## src/sv/slfw_pkg.sv

```systemverilog
package slfw_pkg;

    // Request kinds carried on the input tuser
    typedef enum logic [1:0] {
        OP_CMD    = 2'd0,
        OP_NIBBLE = 2'd1,
        OP_START  = 2'd2,
        OP_BYTE   = 2'd3
    } opcode_t;

    // Bit counter width; covers the longest frame over the address width range
    localparam int CNT_W = 4;

    // Frame prefixes, sent MSB first
    localparam logic [3:0] CMD_PREFIX   = 4'b1000;
    localparam logic [2:0] WRITE_PREFIX = 3'b101;

    // Bit lengths of the fixed parts of a frame
    localparam int CMD_LEN  = 12;
    localparam int BYTE_LEN = 8;

    // Control half of a decoded frame
    typedef struct packed {
        logic [CNT_W-1:0] bits;        // number of write-clock edges
        logic             release_cs;  // chip select rises after the last edge
        logic             rejected;    // refused request, one empty edge
    } frame_ctl_t;

endpackage

```

## src/sv/slfw_item_stage.sv

```systemverilog
// Input register: decodes one request into a left-aligned frame word and
// tracks whether a successive frame is open.
module slfw_item_stage #(
    parameter int ADDRESS_BITS = 6,
    parameter int FRAME_W      = 13
) (
    input  logic                     aclk,
    input  logic                     aresetn,
    input  logic                     in_valid,
    output logic                     in_ready,
    input  slfw_pkg::opcode_t        opcode,
    input  logic [5:0]               address,
    input  logic [7:0]               data_byte,
    input  logic                     close_frame,
    input  logic                     take,
    output logic                     hold_valid,
    output logic [FRAME_W-1:0]       hold_word,
    output slfw_pkg::frame_ctl_t     hold_ctl
);

    localparam int NIB_LEN   = 7 + ADDRESS_BITS;
    localparam int START_LEN = 3 + ADDRESS_BITS;

    logic                     frame_open_reg;
    logic                     frame_open_next;
    logic                     hold_valid_reg;
    logic [FRAME_W-1:0]       hold_word_reg;
    logic [FRAME_W-1:0]       word_next;
    slfw_pkg::frame_ctl_t     hold_ctl_reg;
    slfw_pkg::frame_ctl_t     ctl_next;
    logic [ADDRESS_BITS-1:0]  addr_ext;
    logic                     accept;

    assign in_ready = !hold_valid_reg || take;
    assign accept   = in_valid && in_ready;
    assign addr_ext = ADDRESS_BITS'(address);

    // Frame build
    always_comb begin
        word_next           = '0;
        ctl_next.bits       = slfw_pkg::CNT_W'(1);
        ctl_next.release_cs = 1'b0;
        ctl_next.rejected   = 1'b1;
        frame_open_next     = frame_open_reg;
        unique case (opcode)
            slfw_pkg::OP_BYTE: begin
                if (frame_open_reg) begin
                    word_next = FRAME_W'(data_byte) << (FRAME_W - slfw_pkg::BYTE_LEN);
                    ctl_next.bits       = slfw_pkg::CNT_W'(slfw_pkg::BYTE_LEN);
                    ctl_next.release_cs = close_frame;
                    ctl_next.rejected   = 1'b0;
                    frame_open_next     = !close_frame;
                end
            end
            slfw_pkg::OP_CMD: begin
                if (!frame_open_reg) begin
                    word_next = FRAME_W'({slfw_pkg::CMD_PREFIX, data_byte})
                                << (FRAME_W - slfw_pkg::CMD_LEN);
                    ctl_next.bits       = slfw_pkg::CNT_W'(slfw_pkg::CMD_LEN);
                    ctl_next.release_cs = 1'b1;
                    ctl_next.rejected   = 1'b0;
                end
            end
            slfw_pkg::OP_NIBBLE: begin
                if (!frame_open_reg) begin
                    word_next = FRAME_W'({slfw_pkg::WRITE_PREFIX, addr_ext, data_byte[7:4]})
                                << (FRAME_W - NIB_LEN);
                    ctl_next.bits       = slfw_pkg::CNT_W'(NIB_LEN);
                    ctl_next.release_cs = 1'b1;
                    ctl_next.rejected   = 1'b0;
                end
            end
            slfw_pkg::OP_START: begin
                if (!frame_open_reg) begin
                    word_next = FRAME_W'({slfw_pkg::WRITE_PREFIX, addr_ext})
                                << (FRAME_W - START_LEN);
                    ctl_next.bits       = slfw_pkg::CNT_W'(START_LEN);
                    ctl_next.release_cs = close_frame;
                    ctl_next.rejected   = 1'b0;
                    frame_open_next     = !close_frame;
                end
            end
            default: begin
                frame_open_next = frame_open_reg;
            end
        endcase
    end

    // Control state
    always_ff @(posedge aclk) begin
        if (!aresetn) begin
            frame_open_reg <= 1'b0;
            hold_valid_reg <= 1'b0;
        end else begin
            if (accept) begin
                frame_open_reg <= frame_open_next;
                hold_valid_reg <= 1'b1;
            end else if (take) begin
                hold_valid_reg <= 1'b0;
            end
        end
    end

    // Frame payload
    always_ff @(posedge aclk) begin
        if (accept) begin
            hold_word_reg <= word_next;
            hold_ctl_reg  <= ctl_next;
        end
    end

    assign hold_valid = hold_valid_reg;
    assign hold_word  = hold_word_reg;
    assign hold_ctl   = hold_ctl_reg;

`ifndef SYNTHESIS
    a_accept_fills: assert property (@(posedge aclk) disable iff (!aresetn)
        accept |=> hold_valid_reg)
        else $error("accepted transaction did not reach the input register");

    a_byte_needs_frame: assert property (@(posedge aclk) disable iff (!aresetn)
        accept && opcode == slfw_pkg::OP_BYTE && !frame_open_reg |=> hold_ctl_reg.rejected)
        else $error("byte outside an open frame was not refused");

    a_start_opens: assert property (@(posedge aclk) disable iff (!aresetn)
        accept && opcode == slfw_pkg::OP_START && !frame_open_reg && !close_frame
        |=> frame_open_reg)
        else $error("successive start did not open a frame");
`endif

endmodule

```

## src/sv/slfw_serializer.sv

```systemverilog
// Output register and shifter: sends the held frame one bit per transaction,
// MSB first, and loads the next frame in the cycle the last bit leaves.
module slfw_serializer #(
    parameter int FRAME_W = 13
) (
    input  logic                  aclk,
    input  logic                  aresetn,
    input  logic                  hold_valid,
    input  logic [FRAME_W-1:0]    hold_word,
    input  slfw_pkg::frame_ctl_t  hold_ctl,
    output logic                  take,
    output logic                  out_valid,
    input  logic                  out_ready,
    output logic                  serial_bit,
    output logic                  select_release,
    output logic                  rejected,
    output logic                  last
);

    logic                          out_valid_reg;
    logic [FRAME_W-1:0]            shift_reg;
    logic [slfw_pkg::CNT_W-1:0]    bits_left_reg;
    logic                          release_reg;
    logic                          rejected_reg;
    logic                          advance;
    logic                          final_bit;

    assign final_bit = bits_left_reg == slfw_pkg::CNT_W'(1);
    assign advance   = !out_valid_reg || out_ready;
    // Load a new frame when empty or when the last bit is being taken
    assign take      = hold_valid && advance && (!out_valid_reg || final_bit);

    // Valid flag
    always_ff @(posedge aclk) begin
        if (!aresetn) begin
            out_valid_reg <= 1'b0;
        end else if (advance) begin
            if (out_valid_reg && !final_bit) begin
                out_valid_reg <= 1'b1;
            end else begin
                out_valid_reg <= hold_valid;
            end
        end
    end

    // Shift word and bit count
    always_ff @(posedge aclk) begin
        if (advance) begin
            if (out_valid_reg && !final_bit) begin
                shift_reg     <= shift_reg << 1;
                bits_left_reg <= bits_left_reg - slfw_pkg::CNT_W'(1);
            end else if (take) begin
                shift_reg     <= hold_word;
                bits_left_reg <= hold_ctl.bits;
                release_reg   <= hold_ctl.release_cs;
                rejected_reg  <= hold_ctl.rejected;
            end
        end
    end

    assign out_valid      = out_valid_reg;
    assign serial_bit     = shift_reg[FRAME_W-1];
    assign last           = final_bit;
    assign select_release = final_bit && release_reg;
    assign rejected       = rejected_reg;

`ifndef SYNTHESIS
    a_count_live: assert property (@(posedge aclk) disable iff (!aresetn)
        out_valid_reg |-> bits_left_reg != '0)
        else $error("output valid with no bits left");

    a_reject_empty: assert property (@(posedge aclk) disable iff (!aresetn)
        out_valid_reg && rejected_reg |-> final_bit && !shift_reg[FRAME_W-1])
        else $error("refused request sent more than one empty edge");

    a_take_slot: assert property (@(posedge aclk) disable iff (!aresetn)
        take |-> !out_valid_reg || (out_ready && final_bit))
        else $error("frame loaded while a frame was still shifting");
`endif

endmodule

```

## src/sv/segment_lcd_serial_frame_writer.sv

```systemverilog
// Serial frame writer for a three-wire segment-LCD controller. Each input
// transaction is one write request (opcode on s_axis_tuser, close_frame on
// s_axis_tlast); it produces one output transaction per write-clock edge,
// data bit MSB first, with m_axis_tlast on the final edge of the request.
// Edge counts: command 12, nibble write 7+ADDRESS_BITS (13 at the default
// address width), successive start 3+ADDRESS_BITS, successive byte 8, refused
// request 1. The output shifter sends one bit per cycle while m_axis_tready
// is high; the input register takes the next request while the current
// frame is shifting, so frames can follow each other back to back.
module segment_lcd_serial_frame_writer #(
    parameter int ADDRESS_BITS = 6
) (
    input  logic        aclk,
    input  logic        aresetn,
    input  logic        s_axis_tvalid,
    output logic        s_axis_tready,
    input  logic [15:0] s_axis_tdata,   // [5:0] address, [13:6] data_byte, [15:14] zero
    input  logic [1:0]  s_axis_tuser,   // [1:0] opcode
    input  logic        s_axis_tlast,   // close_frame
    output logic        m_axis_tvalid,
    input  logic        m_axis_tready,
    output logic [7:0]  m_axis_tdata,   // [0] serial_bit, [7:1] zero
    output logic [1:0]  m_axis_tuser,   // [0] select_release, [1] rejected
    output logic        m_axis_tlast    // last
);

    localparam int FRAME_W = (7 + ADDRESS_BITS > slfw_pkg::CMD_LEN) ?
                             7 + ADDRESS_BITS : slfw_pkg::CMD_LEN;

    logic                  take;
    logic                  hold_valid;
    logic [FRAME_W-1:0]    hold_word;
    slfw_pkg::frame_ctl_t  hold_ctl;
    logic                  serial_bit;
    logic                  select_release;
    logic                  rejected;

    slfw_item_stage #(
        .ADDRESS_BITS (ADDRESS_BITS),
        .FRAME_W      (FRAME_W)
    ) u_item_stage (
        .aclk        (aclk),
        .aresetn     (aresetn),
        .in_valid    (s_axis_tvalid),
        .in_ready    (s_axis_tready),
        .opcode      (slfw_pkg::opcode_t'(s_axis_tuser)),
        .address     (s_axis_tdata[5:0]),
        .data_byte   (s_axis_tdata[13:6]),
        .close_frame (s_axis_tlast),
        .take        (take),
        .hold_valid  (hold_valid),
        .hold_word   (hold_word),
        .hold_ctl    (hold_ctl)
    );

    slfw_serializer #(
        .FRAME_W (FRAME_W)
    ) u_serializer (
        .aclk           (aclk),
        .aresetn        (aresetn),
        .hold_valid     (hold_valid),
        .hold_word      (hold_word),
        .hold_ctl       (hold_ctl),
        .take           (take),
        .out_valid      (m_axis_tvalid),
        .out_ready      (m_axis_tready),
        .serial_bit     (serial_bit),
        .select_release (select_release),
        .rejected       (rejected),
        .last           (m_axis_tlast)
    );

    assign m_axis_tdata = {7'd0, serial_bit};
    assign m_axis_tuser = {rejected, select_release};

endmodule
```

## config.mk

```make
export PLATFORM = sky130hd
export DESIGN_NAME = segment_lcd_serial_frame_writer
export DESIGN_NICKNAME = d
export VERILOG_FILES = /design/src/sv/slfw_pkg.sv /design/src/sv/slfw_item_stage.sv /design/src/sv/slfw_serializer.sv /design/src/sv/segment_lcd_serial_frame_writer.sv
export SDC_FILE = /design/constraint.sdc
export NUM_CORES = 1
export LEC_CHECK = 0
export BUFFER_PORTS_ARGS = -buffer_cell sky130_fd_sc_hd__buf_2
export CAP_MARGIN = 0
export CORE_AREA = 2 2 65 67
export DETAILED_ROUTE_END_ITERATION = 16
export DIE_AREA = 0 0 67 69
export PLACE_DENSITY = 0.8
export SLEW_MARGIN = 20
export SYNTH_ARGS = -nofsm -noshare
export SYNTH_HDL_FRONTEND = slang
export SYNTH_HIERARCHICAL = 1
export SYNTH_SLANG_ARGS = --single-unit
```

## constraint.sdc

```tcl
create_clock -name aclk -period 3 [get_ports aclk]
set_input_delay 0.45 -clock aclk [delete_from_list [all_inputs] [get_ports aclk]]
set_output_delay 0.45 -clock aclk [all_outputs]
set_load 0.005 [all_outputs]
```

==> results of run 1 <==
-- cells in the final DEF, fill, tap and decap left out, types with 5 or more instances in the layout --
cell type and count:
ha_1 9, o21ai_0 11, mux2_2 8, clkbuf_8 5, nor2_1 8, a22oi_1 7
mux2_4 6, nand2_1 9, conb_1 8, edfxtp_1 37, inv_1 9, buf_2 26
-- synthesized netlist by cell type, drive strengths merged --
cell and number:
o31a 1, a22o 1, and3 2, a22oi 7, a211oi 1, edfxtp 37, nand3b 1, a21o 1
and2 4, and4 1, nor3b 1, o21ai 12, mux2i 1, a21oi 4, nand3 1, dfxtp 3
nand2b 2, mux2 14, inv 9, or2 3, buf 16, nor3 2, nor2b 1, nand2 9
xnor2 1, nor2 8, a21boi 4, a2bb2oi 1, a32o 1, a31oi 1, o221a 1, conb 2
ha 9
-- through the flow --
stage                     instances  area [um2]  hold WS (ps)
after floorplan                 168        2098         400.3
after CTS                       238        2303         397.7
final                           238        2303         409.7
after global routing            238        2303         389.8
after detailed placement        230        2192         418.2
after global placement          230        2192         416.6
-- final cells by class --
class                           instances  area, um2  area share
Inverter                                9      33.78     0.01467
Sequential cell                        40       1171      0.5084
Multi-Input combinational cell        103      779.5      0.3384
Clock buffer                            5      68.82     0.02988
Clock inverter                          3      42.54     0.01847
Tap cell                               50      62.56     0.02716
Timing Repair Buffer                   28      145.1     0.06301
-- per-layer routing --
layer	vias up	part of all wire
met1	574	0.46
li1	615	-
met2	50	0.46
met5	-	0
met3	7	0.059
met4	0	0.020
-- critical path: stages (launching register included) --
cell      delay, ps
edfxtp_1        400
inv_1           100
ha_1            200
nor3b_2         330
nand2_1         110
a21boi_0        160
nand2b_1        190
buf_2           140
-- kinds of logic after synthesis --
| group | count (synthesis) |
|---|---|
| buffers and inverters | 25 |
| adders and majority gates | 9 |
| DFF | 40 |
| muxes | 15 |
| other | 2 |
| xor gates and xnor gates | 1 |
| and+or+nand+nor | 35 |
| AOI/OAI and AO/OA | 35 |
-- final timing paths --
check / cells after the start / end / startpoint / slack [ps]
worst max-delay path: 7 / s_axis_tready / u_serializer/bits_left_reg[1] / 620
worst min-delay path: 2 / u_item_stage/frame_open_reg / aresetn / 410
worst max register to register: 8 / u_item_stage/hold_word[8] / u_serializer/bits_left_reg[1] / 820
worst min register to register: 0 / u_serializer/rejected / u_item_stage/hold_ctl[0] / 430
-- report_power, final --
| part | switching (uW) | internal (uW) | leakage, uW |
|---|---|---|---|
| Clock | 177 | 246 | 0.0000541 |
| Combinational | 96.1 | 93.6 | 0.000498 |
| Sequential | 29.7 | 691 | 0.000387 |
==> summary.md, run 1 <==
| Metric | Value |
|---|---|
| Status | `finished clean` |
| Final Util | `0.5886` |
| CTS H-tree lvls | `2` |
| Post-synthesis compound-gate area fraction | `0.1169` |
| Worst-Skew Late Latency | `280 ps` |
| Met1 Track Usage GR | `0.1901` |
| Clock tree from TritonCTS | `built` |
| Setup WS pre-CTS | `818.1 ps` |
| Global-route wire length before repair | `approximately 5200 um` |
| Mapped cell area | `2076 um2` |
| Yosys top cell by area | `edfxtp_1` |
| Worst Hold Class | `in2reg` |
| Fmax | `between 400 and 500 MHz` |
| GR Util met2 | `0.2244` |
| Number of synthesized register bits | `40` |
| Critical path class | `reg2out` |
| Syn_area_per_cell | `roughly 13 um2` |
| MaxCap Viol Count | `0` |
| Final period util | `0.7918` |
| CP Data Arrival Time | `around 1900 ps` |
| Fill count | `about 330` |
| Synth Area in Simple Gates | `0.09403` |
| DRT antenna net count | `0` |
| GR Util met3 | `0.04731` |
| Ant diodes | `0` |
| Drt initial violations | `50` |
| Die Wd | `approximately 67 um` |
| DRC viols | `0` |
| Max transition margin | `0.6043` |
| CP startpoint kind | `flip-flop` |
| Unrepaired setup endpoints after global routing | `no` |
| Cts bufs inserted | `5` |
| Overall power | `about 1300 uW` |
| Slew Limit Fails | `0` |
| Worst-case clock buffer depth | `2` |
| Share of layout cells above drive strength 1 | `0.3085` |
| Ports | `36` |
| Post-Syn Instances | `around 160` |
| Port bufs | `26` |
| Die span in y | `69 um` |
| Final setup vio count | `0` |
| Static leakage | `roughly 0.00094 uW` |
| Drt first pass iters | `4` |
| Detailed Place HPWL | `approximately 2400 um` |
| Global route hottest layer | `met2` |
| VDD IR max | `approximately 0.00026 V` |
| Sink Count | `40` |
| Largest cells by area after synthesis | `edfxtp_1, ha_1, mux2_2` |
| Post-CTS sizing | `0` |
| Area Overhead vs Synth | `10.97%` |
| Post-CTS Setup Bufs | `0` |
| Final WS setup | `624.7 ps` |
| Worst-Margin Slew | `about 600 ps` |
| Post-route setup TNS | `0 ps` |
| Post-synthesis mux area share | `0.09162` |
| Period minus WS final | `about 2400 ps` |
| Core area | `just under 4000 um2` |
| Required time worst endpoint | `~2600 ps` |
| Final Skew | `around 3.3 ps` |
| CTS Root Cell | `clkbuf_8` |
| Syn. warnings | `6` |
| Routability cong. | `0.8578` |
| Largest family of logic cells by synthesized area | `compound AO/OA/AOI/OAI gates` |
| Netlist cell types | `between 40 and 50` |
| Top-area cell type share of the netlist area | `0.5353` |
| Initial antenna violation count | `0` |
| Final net count | `around 220` |
| Clock slew at reported path FFs | `around 70 ps` |
| DR vias | `between 1k and 1.5k` |
| Die area | `between 4000 and 5000 um2` |
| Row cnt | `23` |
| Vias in the first global route | `1143` |
| Routed wire length | `3187 um` |
| Hold-fix buffer count after cts | `0` |
| Post-Synth XOR/XNOR Area | `0.004219` |
| Pin count of the biggest net entering global routing | `19` |
| Seq/Total Area, Yosys | `0.5642` |
| CP max FO | `6` |
| Power density over cell area | `578.4 nW/um2` |
| Final Hold Violating Endpoints | `0` |
| Wire per inst | `about 13 um` |
| Adder-cell share of the synthesized area | `0.05425` |
| Initial Util | `0.5304` |
| GRT Overall Usage | `0.1487` |
| Grt total ovfl | `0` |
| Via density | `between 5 and 6` |
| Endpoint class of the critical path | `primary output` |
No activity file was read; power rests on OpenSTA's default activity.
==> inputs of run 2 (changes only) <==
Clock period 3 ns to 2.32 ns, I/O delays scaled along.
==> run 2 against run 1 <==
Compared with the run above:
- sequential share of layout area shrank 0.17 points
- clock power grew 5.9%
- register-to-register slack got worse by 500 ps
- utilization grew 0.19 points
- largest cell class unchanged
==> summary.md, run 2 (synthesis results as in run 1) <==
| Metric | Value |
|---|---|
| Reg area | `roughly 1200 um2` |
| Fmax | `469.7 MHz` |
| Hold-fix buffer count after cts | `0` |
| CP max FO | `6` |
| Static leakage | `between 0.0009 and 0.001 uW` |
| Setup WS pre-CTS | `183.2 ps` |
| CP max-delay cell | `edfxtp_1` |
| Endpoint class of the critical path | `primary output` |
| Critical path's top delay family | `simple AND/OR/NAND/NOR gates` |
| Global-route wire length before repair | `around 5400 um` |
| Core area | `3914 um2` |
| Unrepaired setup endpoints after global routing | `no` |
| Final net count | `between 200 and 250` |
| Worst-Margin Slew | `roughly 570 ps` |
| MaxCap Viol Count | `0` |
| Period minus WS final | `2129 ps` |
| Via density | `approximately 5.3` |
| Die span in y | `~69 um` |
| Drt initial violations | `55` |
| Power density over cell area | `just over 700 nW/um2` |
| DR vias | `approximately 1.3k` |
| Footprint of the multi-input gates | `795.8 um2` |
| Most frequent cells in the layout | `edfxtp_1, buf_2, o21ai_0` |
| CTS Root Cell | `clkbuf_8` |
| Vias in the first global route | `approximately 1.2k` |
| DRC viols | `0` |
| Fin cells | `about 240` |
| Final setup vio count | `0` |
| CP cell instances | `inv_1, ha_2, nor3b_4, nand2_1, a21boi_1, nand2b_4, buf_2` |
| Wire per inst | `between 10 and 15 um` |
| Grt total ovfl | `0` |
| Fill count | `approximately 330` |
| Critical path class | `reg2out` |
| Initial antenna violation count | `0` |
| Clock slew at reported path FFs | `~70 ps` |
| Routed wire length | `around 3200 um` |
| Area Overhead vs Synth | `11.33%` |
| Initial Util | `0.5304` |
| Detailed Place HPWL | `2440 um` |
| Post-CTS sizing | `0` |
| Final period util | `0.9176` |
| Row cnt | `23` |
| Final WS setup | `191.1 ps` |
| Final Skew | `between 6 and 7 ps` |
| CP Data Arrival Time | `1780 ps` |
| Post-CTS Setup Bufs | `0` |
| Required time worst endpoint | `a little under 2000 ps` |
| Routability cong. | `between 0.8 and 0.9` |
| Buf+Inv Stages, Crit Path | `2` |
| Sink Count | `40` |
| Most common cell after layout, fill and taps aside | `edfxtp_1` |
| Worst-Skew Late Latency | `between 200 and 300 ps` |
| Pin count of the biggest net entering global routing | `19` |
| Final Hold Violating Endpoints | `0` |
| Max transition margin | `0.6188` |
| Die area | `between 4000 and 5000 um2` |
| Placed cell count | `230` |
| Crit path largest cell delay | `between 300 and 400 ps` |
| Slew Limit Fails | `0` |
| Ant diodes | `0` |
| Share of layout cells above drive strength 1 | `0.3191` |
| VDD IR max | `0.0003284 V` |
| R2r setup slk | `around 320 ps` |
| DRT antenna net count | `0` |
| Clock tree from TritonCTS | `built` |
| Worst Hold Class | `in2reg` |
| CP startpoint kind | `flip-flop` |
| Ports | `36` |
| Die Wd | `67 um` |
| CTS H-tree lvls | `2` |
| Post-route setup TNS | `0 ps` |
| GRT Overall Usage | `0.1545` |
| Worst-case clock buffer depth | `2` |
| Status | `finished clean` |
| Drt first pass iters | `4` |
| Cts bufs inserted | `5` |
| Port bufs | `26` |
## run 2: changes by cell type in the layout (fill, tap and decap cells not counted), sizes merged
cell | previous run | this run
bufinv | 1 | 0
inv | 9 | 10
## run 2: layout make-up
class | instances | area share
Clock buffer | 5 | 0.02978
Clock inverter | 3 | 0.009204
Inverter | 9 | 0.01462
Multi-Input combinational cell | 103 | 0.3443
Sequential cell | 40 | 0.5068
Tap cell | 50 | 0.02707
Timing Repair Buffer | 28 | 0.06822
## run 2: report_power, final
part	internal (uW)	total (uW)	switching, uW
Sequential	893	933	40.2
Clock	213	447	234
Combinational	129	254	125
## run 2: worst reg2reg max path: stages, from the launching register on
cell and delay [ps]:
edfxtp_1 390, inv_1 100, ha_2 210, nor3b_4 270, nand2_1 100, a21boi_1 150
nand2b_4 160, and2_1 170, buf_12 160
## run 2: per-stage QoR
step                      hold slack (ps)  power (uW)  area, um2  utilization
after floorplan                     400.3        1133       2098            -
after global placement              417.3        1181       2205       0.5633
after detailed placement            405.2        1194       2205       0.5633
after CTS                           309.4        1637       2295       0.5863
after global routing                314.1        1710       2311       0.5905
final                               313.7        1633       2311       0.5905
## run 2: worst paths after layout
kind                            depth (start not counted)                           from                     endpoint
worst min-delay path                                    2                        aresetn  u_item_stage/frame_open_reg
worst min register to register                          0       u_item_stage/hold_ctl[0]        u_serializer/rejected
worst max-delay path                                    7  u_serializer/bits_left_reg[1]                s_axis_tready
worst max register to register                          8  u_serializer/bits_left_reg[1]   u_item_stage/hold_word[11]
## run 2: layer usage
layer | routed length [um] | share of wire | GRT usage | up-vias
li1 | - | - | - | 620
met1 | 1322 | 0.42 | 0.1893 | 579
met2 | 1547 | 0.49 | 0.2398 | 56
met3 | 187 | 0.059 | 0.03589 | 10
met4 | 114 | 0.036 | 0.09977 | 0
met5 | 0 | 0 | 0 | -
